<file path="config.mk">
export PLATFORM = sky130hd
export DESIGN_NAME = pbk_ctrl
export DESIGN_NICKNAME = d
export VERILOG_FILES = /design/src/rtl/pbk_pkg.sv /design/src/rtl/pbk_ctrl.sv
export SDC_FILE = /design/constraint.sdc
export NUM_CORES = 1
export LEC_CHECK = 0
export ABC_AREA = 1
export CAP_MARGIN = 10
export CORE_AREA = 5 5 42 44
export DETAILED_ROUTE_END_ITERATION = 7
export DIE_AREA = 0 0 47 49
export DONT_BUFFER_PORTS = 1
export GPL_TIMING_DRIVEN = 0
export PLACE_DENSITY = 0.4
export SYNTH_ARGS = -nofsm -noshare
export SYNTH_HDL_FRONTEND = slang
export SYNTH_SLANG_ARGS = --single-unit
</file>
<file path="constraint.sdc">
create_clock -name clk -period 1 [get_ports clk]
set_clock_uncertainty 0.15 [all_clocks]
set_input_delay 0.1 -clock clk [delete_from_list [all_inputs] [get_ports clk]]
set_output_delay 0.1 -clock clk [all_outputs]
set_load 0.02 [all_outputs]
</file>
<file path="src/rtl/pbk_pkg.sv">
// Shared types and codes for the price level book.
package pbk_pkg;

  // Request fields of one market event
  typedef struct packed {
    logic        is_add;
    logic        side;
    logic [31:0] price;
    logic [31:0] quantity;
  } pbk_in_t;

  // Result fields reported after every event
  typedef struct packed {
    logic [31:0] best_bid_price;
    logic [31:0] best_bid_qty;
    logic [31:0] best_ask_price;
    logic [31:0] best_ask_qty;
    logic [1:0]  status;
  } pbk_out_t;

  // One stored level
  typedef struct packed {
    logic [31:0] price;
    logic [31:0] qty;
  } pbk_level_t;

  localparam int LevelW = $bits(pbk_level_t);

  // Status codes
  typedef enum logic [1:0] {
    ST_MERGED  = 2'd0,
    ST_NEW     = 2'd1,
    ST_FULL    = 2'd2,
    ST_IGNORED = 2'd3
  } pbk_status_t;

  // Commands from controller to datapath
  typedef struct packed {
    logic        load_in;
    logic        rd_en;
    logic        idx_inc;
    logic        wr_merge;
    logic        wr_new;
    logic        set_status;
    pbk_status_t status;
    logic        load_out;
  } pbk_cmd_t;

  // Status from datapath to controller
  typedef struct packed {
    logic is_add;
    logic side_empty;
    logic match;
    logic last_idx;
    logic side_full;
    logic out_free;
  } pbk_stat_t;

endpackage

</file>
<file path="src/rtl/pbk_ctrl.sv">
// Controller state machine: sequences the level scan and the result hand-off.
module pbk_ctrl (
  input  logic              clk,
  input  logic              rst_n,
  input  logic              in_valid,
  output logic              in_ready,
  input  pbk_pkg::pbk_stat_t stat,
  output pbk_pkg::pbk_cmd_t  cmd
);
  import pbk_pkg::*;

  typedef enum logic [2:0] {
    S_IDLE,
    S_DISP,
    S_RD,
    S_CMP,
    S_DONE
  } state_t;

  state_t state_r, state_nxt;

  // Decode commands and next state
  always_comb begin
    state_nxt  = state_r;
    cmd        = '0;
    cmd.status = ST_IGNORED;
    in_ready   = 1'b0;
    unique case (state_r)
      S_IDLE: begin
        in_ready = 1'b1;
        if (in_valid) begin
          cmd.load_in = 1'b1;
          state_nxt   = S_DISP;
        end
      end
      S_DISP: begin
        if (!stat.is_add) begin
          cmd.set_status = 1'b1;
          cmd.status     = ST_IGNORED;
          state_nxt      = S_DONE;
        end else if (stat.side_empty) begin
          cmd.wr_new     = 1'b1;
          cmd.set_status = 1'b1;
          cmd.status     = ST_NEW;
          state_nxt      = S_DONE;
        end else begin
          cmd.rd_en = 1'b1;
          state_nxt = S_CMP;
        end
      end
      S_RD: begin
        cmd.rd_en = 1'b1;
        state_nxt = S_CMP;
      end
      S_CMP: begin
        priority if (stat.match) begin
          cmd.wr_merge   = 1'b1;
          cmd.set_status = 1'b1;
          cmd.status     = ST_MERGED;
          state_nxt      = S_DONE;
        end else if (stat.last_idx && stat.side_full) begin
          cmd.set_status = 1'b1;
          cmd.status     = ST_FULL;
          state_nxt      = S_DONE;
        end else if (stat.last_idx) begin
          cmd.wr_new     = 1'b1;
          cmd.set_status = 1'b1;
          cmd.status     = ST_NEW;
          state_nxt      = S_DONE;
        end else begin
          cmd.idx_inc = 1'b1;
          state_nxt   = S_RD;
        end
      end
      S_DONE: begin
        if (stat.out_free) begin
          cmd.load_out = 1'b1;
          state_nxt    = S_IDLE;
        end
      end
      default: state_nxt = S_IDLE;
    endcase
  end

  // Hold state
  always_ff @(posedge clk) begin
    if (!rst_n) begin
      state_r <= S_IDLE;
    end else begin
      state_r <= state_nxt;
    end
  end

endmodule

</file>
* Yosys cells after proc, flatten, opt, wreduce, memory -nomap -nowiden *
Cells that the tools add are included.

storage, ports and cells
  bits in registers = 3
  bits of input ports = 9
  output and inout bits = 10
  word-level logic and storage cells = 40

operators by class
  eq/ne operators = 6
  muxes and demuxes = 30
  reductions and logical operators = 3

operators with widths
  operator                                                                number
  3-bit 2-to-1 mux                                                        10
  3-bit one-hot mux with 5 select lines                                   1
  1-bit 2-to-1 mux                                                        14
  4-bit 2-to-1 mux                                                        2
  4-bit one-hot mux with 2 select lines                                   1
  3-bit by 2-bit equality test with 1-bit output (second input constant)  2
  2-bit != test (second input constant)                                   2
  3-bit by 1-bit equality test with 1-bit output (second input constant)  1
  3-bit equality test (second input constant)                             1
  3-bit zero test                                                         1
  2-bit 2-to-1 mux                                                        1
  1-bit one-hot mux with 2 select lines                                   1
  2-bit AND reduction                                                     1
  1-bit logical AND                                                       1

* Longest topological paths before layout *
Gate-level depths: netlist (run 1).

  word-level depth = 4
  depth in mapped cells = 6
  depth with buffers taken out = 6

* Worst setup path before layout (run 1) *
OpenSTA, ideal clock, no wires.

  kind = reg2out
  start point = register state_r[1]
  end point = output port cmd[2] in the netlist's numbering
  arrival = 1.245 ns
  data required time = 0.750 ns
  setup slack = -0.495 ns
  cell stages (with the launch flop) = 4
  buffers on the path = 0
  cell sequence = dfxtp_1 nand2_1 nor3_1 nor2_1

RTL lines
  element                 RTL line        RTL
  start, declared         pbk_ctrl.sv:20  state_t state_r, state_nxt;
  start signal, assigned  pbk_ctrl.sv:90  state_r <= state_nxt;
  end, declared           pbk_ctrl.sv:8   output pbk_pkg::pbk_cmd_t cmd

==> out/metrics.yaml, run 1 <==
outcome: "complete, but fails checks"
violations: "negative setup slack"
yosysWarningCount: 0
clock_sinks: 3
num_ports: 19
max_reg_flops: 3
cp.required_ns: 0.75
mappedNetlistNets: 61
final_min_period_over_clock_period_pct: 136
area_growth_pct: 78.4
route.antenna.remaining_nets: 0
clock_tree.htree_level_count: 1
cts_tree: "yes"
detail_route.drc_violations: 0
ir_worst_vdd_mv: 0.561
dpl.cell_count: 68
worst_slew_pin_slew_ns: 0.467
dr_total_vias: 357
seq_area_frac_synth_pct: 21.6
worstPathArrival_ns: 1.11
dieWidth_um: 47
largest_cells_by_area_after_synthesis: "dfxtp_1, inv_1, nand2_1"
worstSkewPairLatency_ns: 0.23
routed_wirelength_um: 846
drt_pre_antenna_iters: 2
path_cells: "inv_4 > nor2_4 > nand4_1 > nand2_2"
global_route.usage.total_pct: 8.22
rows: 14
max-clock-path-buffers: 2
cts-buffers-inserted: 3
antenna_found_initial: 0
number_of_global_route_vias_before_repair: 343
critPathLaunchType: "flip-flop"
avgRoutedWirePerCell_um: 10.8
final.fill_count: 170
layout_top_registers: "state_r (3)"
path_clk_slew_ns: 0.03
synth.cell_area_um2: 278
crit_path_top_delay_cell: "dfxtp_4"
place_ws_ns: -0.170
die_area_um2: 2300
timing.hold.ws_ns: 0.00636
dp.final_hpwl_um: 676
n_antenna_cell: 0
slew_headroom_pct: 68.7
unrepaired_setup_endpoints_after_global_routing: "yes"
finalMaxSlewViolations: 0
floorplan.initialDensity_pct: 19.8
layout-drive-gt1-share_pct: 46.8
critical_path.max_fanout: 5
detailedRoute.firstIterationViolations: 3
registers.top_by_ff_count: "state_r"
area_used_by_multi_input_combinational_logic_um2: 274
grt_max_degree: 7
hold_violations: 0
gp_congestion: 0.695
final_net_count: 72
chipHeight_um: 49
grt_first_pass_wirelength_mm: 1.40
synthesis.area_per_instance_um2: 5.34
cts_root_buffer: "clkbuf_4"
critical_path_class: "flip-flop to output pin"
vias_per_cell: 4.58
ff_latch_area_um2: 71.3
timing.critical_path.to_type: "output pin"
design.core.area_um2: 1400
setup_violations: 13
synth_top_cell_by_area: "dfxtp_1"
fin_tns_setup_ns: -3.64
critical-path-max-stage-delay_ns: 0.38
ys_types: 13
synth_top_cell_area_share_pct: 21.6
final_period_minus_worst_setup_slack_ns: 1.36
port-buffer-count: 0
synth_seq_cells: 3
final-instance-count-excl-fill: 78
globalRoute.totalOverflow: 0
timing.max_cap.violations: 0
power.leakage_nw: 0.229
worst_slack_ns: -0.357
synth_cells: 52
powerDensity_nw_per_um2: 1230
worst_hold_path_type: "primary input to flip-flop"
clock.fmax_ghz: 0.737
-- cell type report --
class	instances	area share, %
Multi-Input combinational cell	36	55.3
Sequential cell	3	14.4
Inverter	13	10.9
Timing Repair Buffer	6	10.1
Clock buffer	4	5.30
Tap cell	16	4.04
-- cell families (layout without fill, tap and decap cells) --
group / Yosys count / after routing / synth area share, %
flops: 3 / 3 / 21.6
buf+inv: 13 / 23 / 17.6
compound gates: 4 / 4 / 8.11
simple gates: 32 / 32 / 52.7
-- routing by layer --
| layer | global-route usage, % | wire (µm) |
|---|---|---|
| met4 | 4.15 | 0 |
| met1 | 10.7 | 349 |
| met3 | 3.32 | 58 |
| met5 | 0 | 0 |
| met2 | 11.3 | 437 |
-- report_power, final --
part / leakage (nW) / internal, mW / total, mW / switching [mW]
sequential: 0.0267 / 0.133 / 0.164 / 0.0302
clock: 0.0150 / 0.149 / 0.207 / 0.0577
combinational: 0.187 / 0.0843 / 0.240 / 0.155
-- timing repair --
item | CTS | global route
pin swaps | 7 | 4
setup endpoints to repair | 13 | 13
setup buffers | 2 | 2
gates resized for setup | 8 | 2
hold buffers | 2 | 0
hold endpoints to repair | 3 | 0
-- metrics by stage --
stage                     instance area, µm²  utilization (%)  power [mW]
after floorplan                          365                -       0.324
after global placement                   385             27.5       0.348
after detailed placement                 385             27.5       0.348
after CTS                                474             33.8       0.607
after global routing                     495             35.4       0.659
final                                    495             35.4       0.610
-- Yosys cell counts --
master,instances
a21oi_1,1
dfxtp_1,3
inv_1,13
nand2_1,13
nand3_1,4
nand4_1,3
nor2_1,8
nor2_2,1
nor2_4,1
nor3_1,1
nor4_1,1
o211ai_1,1
o21ai_0,2
-- worst paths after layout --
kind                                               from                      end  slack (ns)  cells after the start
worst max register to register  state_r[0]$_SDFFE_PN0P_  state_r[0]$_SDFFE_PN0P_       -0.20                      5
worst min register to register  state_r[2]$_SDFFE_PN0P_  state_r[2]$_SDFFE_PN0P_        0.41                      2
worst max-delay path            state_r[0]$_SDFFE_PN0P_                   cmd[7]       -0.36                      4
worst min-delay path                            stat[5]  state_r[1]$_SDFFE_PN0P_       0.006                      4
-- cell usage in the layout, fill, tap and decap left out, drive strengths merged, types with 2 or more instances in the layout --
cell type	synthesis	final
nand3	4	4
dlygate4sd3	0	2
nand2	13	13
dfxtp	3	3
inv	13	13
buf	0	4
nor2	10	10
clkbuf	0	4
o21ai	2	2
nand4	3	3
-- critical path, delay by kind of cell, from the launching register on --
family / cells / cell delay, ns
DFF: 1 / 0.38
and+or+nand+nor: 3 / 0.45
buffers and inverters: 1 / 0.04
Note: power is estimated with default switching activity, not from simulation.
==> run 2, diff against run 1 <==
--- a/config.mk
+++ b/config.mk
@@ -7,12 +7,14 @@
 export LEC_CHECK = 0
 export ABC_AREA = 1
 export CAP_MARGIN = 10
+export CELL_PAD_IN_SITES_DETAIL_PLACEMENT = 0
+export CELL_PAD_IN_SITES_GLOBAL_PLACEMENT = 1
 export CORE_AREA = 5 5 42 44
 export DETAILED_ROUTE_END_ITERATION = 7
 export DIE_AREA = 0 0 47 49
 export DONT_BUFFER_PORTS = 1
 export GPL_TIMING_DRIVEN = 0
-export PLACE_DENSITY = 0.4
+export PLACE_DENSITY = 0.55
 export SYNTH_ARGS = -nofsm -noshare
 export SYNTH_HDL_FRONTEND = slang
 export SYNTH_SLANG_ARGS = --single-unit
==> constraint.sdc (replaced) <==
create_clock -name clk -period 1 [get_ports clk]
set_clock_uncertainty 0.15 [all_clocks]
set_input_delay 0.2 -clock clk [delete_from_list [all_inputs] [get_ports clk]]
set_output_delay 0.2 -clock clk [all_outputs]
set_load 0.02 [all_outputs]
==> run 2 against run 1 <==
  * The run still ends with negative setup slack left
  * Via count shrank 1.4%
  * Critical path depth grew 1
  * Clock power is essentially flat
  * Cell count grew 1.3%
  * Hold slack improved by 0.051 ns
  * First-iteration DRC count is 33% lower
  * Sequential share of layout area down 1.0 points
  * Combinational power grew 12%
  * Utilization is 2.8 points higher
  * Die area is the same
  * Critical path type unchanged
==> out/metrics.yaml, run 2 (synthesis gave the netlist of run 1 again) <==
outcome: "complete, but fails checks"  # unchanged
violations: "negative setup slack"  # unchanged
route.antenna.remaining_nets: 0  # unchanged
powerDensity_nw_per_um2: 1200  # was 1230 nW/µm²
design.core.area_um2: 1400  # unchanged
layout-drive-gt1-share_pct: 54.0  # was 46.8%
dp.final_hpwl_um: 671  # was 676 µm
final-instance-count-excl-fill: 79  # was 78
drt_pre_antenna_iters: 4  # was 2
globalRoute.totalOverflow: 0  # unchanged
cts-buffers-inserted: 3  # unchanged
n_antenna_cell: 0  # unchanged
worst_slew_pin_slew_ns: 0.472  # was 0.467 ns
final_min_period_over_clock_period_pct: 146  # was 136%
worst_slack_ns: -0.464  # was -0.357 ns
port-buffer-count: 0  # unchanged
clock_sinks: 3  # unchanged
timing.critical_path.to_type: "output pin"  # unchanged
max_reg_flops: 3  # unchanged
layout.core_utilization_pct: 38.1  # was 35.4%
gr-usage-met2_pct: 11.3  # unchanged
unrepaired_setup_endpoints_after_global_routing: "yes"  # unchanged
detailedRoute.firstIterationViolations: 2  # was 3
final.fill_count: 162  # was 170
worstPathArrival_ns: 1.11  # about the same
finish.instance_area_um2: 534  # was 495 µm²
die_area_um2: 2300  # unchanged
rows: 14  # unchanged
global_route.usage.total_pct: 7.60  # was 8.22%
dr_total_vias: 352  # was 357
gp_congestion: 0.745  # was 0.695
ir_worst_vdd_mv: 0.402  # was 0.561 mV
critPathLaunchType: "flip-flop"  # unchanged
layout_commonest_cell: "inv_1"  # unchanged
gr-max-usage-layer: "met2"  # unchanged
timing.hold.worst.start: "stat[0]"  # was stat[5]
setup_violations: 13  # unchanged
chipHeight_um: 49  # unchanged
clock_tree.htree_level_count: 1  # unchanged
finalMaxSlewViolations: 0  # unchanged
hold_violations: 0  # unchanged
max-clock-path-buffers: 2  # unchanged
grt_max_degree: 6  # was 7
num_ports: 19  # unchanged
critical_path_class: "flip-flop to output pin"  # unchanged
fin_tns_setup_ns: -4.60  # was -3.64 ns
dieWidth_um: 47  # unchanged
crit-reg2reg-capture: "state_r[0]$_SDFFE_PN0P_"  # unchanged
slew_headroom_pct: 68.4  # was 68.7%
final_period_minus_worst_setup_slack_ns: 1.46  # was 1.36 ns
registers.top_by_ff_count: "state_r"  # unchanged
cp.required_ns: 0.65  # was 0.75 ns
detail_route.drc_violations: 0  # unchanged
layout_top_registers: "state_r (3)"  # unchanged
worstHoldEndpoint: "state_r[2]$_SDFFE_PN0P_"  # was state_r[1]$_SDFFE_PN0P_
layout_common_cells: "inv_1, nand2_1, nor2_4, nand2_4, nor2_1"  # was inv_1, nand2_1, nor2_1
final_net_count: 73  # was 72
globalRouteMet1Util_pct: 9.21  # was 10.7%
timing.max_cap.violations: 0  # unchanged
dpl.cell_count: 68  # unchanged
grtUsageMet3_pct: 1.48  # was 3.32%
whs_path_depth: 3  # was 4
clock.fmax_ghz: 0.683  # was 0.737 GHz
power.leakage_nw: 0.243  # was 0.229 nW
placed_cell_area_um2: 388  # was 385 µm²
worst_hold_path_type: "primary input to flip-flop"  # unchanged
timing.hold.ws_ns: 0.0578  # was 0.00636 ns
floorplan.initialDensity_pct: 19.8  # unchanged
antenna_found_initial: 0  # unchanged
vias_per_cell: 4.46  # was 4.58
cts_root_buffer: "clkbuf_4"  # unchanged
critical_path.max_fanout: 4  # was 5
worstSkewPairLatency_ns: 0.23  # about the same
r2r-start: "state_r[0]$_SDFFE_PN0P_"  # unchanged
worst_r2r_path_depth: 5  # unchanged
routed_wirelength_um: 816  # was 846 µm
worst-r2r-setup-slack_ns: -0.20  # about the same
path_clk_slew_ns: 0.04  # was 0.03 ns
grt_first_pass_wirelength_mm: 1.28  # was 1.40 mm
cts_tree: "yes"  # unchanged
number_of_global_route_vias_before_repair: 356  # was 343
area_growth_pct: 92.3  # was 78.4%
avgRoutedWirePerCell_um: 10.3  # was 10.8 µm
## run 2: cell types whose count changed in the layout (fill, tap and decap cells not counted), moves of 2 or more
cell | before | now
nand2_1 | 8 | 6
nor2_1 | 6 | 4
buf_6 | 0 | 2
nor2_2 | 0 | 2
## run 2: final cells by class
type	count	area, µm²	area share [%]
Clock buffer	4	26.3	4.92
Multi-Input combinational cell	36	285	53.4
Timing Repair Buffer	7	75.1	14.1
Tap cell	16	20.0	3.75
Sequential cell	3	71.3	13.3
Inverter	13	56.3	10.5
## run 2: what timing repair did
action | in CTS | in global routing
setup endpoints to repair | 13 | 13
endpoints found under the hold margin | 2 | 0
pin swaps | 7 | 1
hold buffers | 1 | 0
setup buffers | 5 | 1
gates resized for setup | 9 | 6
## run 2: worst max-delay path, stage by stage (launching register included)
cell and delay (ns):
dfxtp_4 0.39, inv_2 0.06, nor2_4 0.12, nand2_4 0.08
o21ai_4 0.16, nor2_4 0.07
## run 2: worst max-delay path by stage
stage / start / end / slack (ns) / depth (start not counted)
finish: state_r[0]$_SDFFE_PN0P_ / cmd[2] / -0.46 / 5
global route: state_r[0]$_SDFFE_PN0P_ / cmd[2] / -0.53 / 5
CTS: state_r[2]$_SDFFE_PN0P_ / cmd[0] / -0.47 / 2
detailed placement: state_r[0]$_SDFFE_PN0P_ / cmd[2] / -0.25 / 5
global placement: state_r[0]$_SDFFE_PN0P_ / cmd[2] / -0.25 / 5
floorplan: state_r[0]$_SDFFE_PN0P_ / cmd[2] / -0.20 / 5
## run 2: per-stage QoR
stage          total power, mW  setup WS, ns
2_1_floorplan            0.326        -0.203
3_3_place_gp             0.353        -0.253
3_5_place_dp             0.352        -0.253
4_1_cts                  0.622        -0.474
5_1_grt                  0.690        -0.526
6_report                 0.640        -0.464
## run 2: power breakdown
group	internal [mW]	switching, mW	leakage, nW	total (mW)
combinational	0.105	0.164	0.201	0.269
sequential	0.133	0.0334	0.0267	0.167
clock	0.149	0.0548	0.0150	0.204
## run 2: routing by layer
metal	vias up	routed length (µm)	share of wire, %
met5	-	0	0
met4	0	0	0
met3	0	85	10
met2	11	408	50
met1	155	322	39
li1	186	-	-
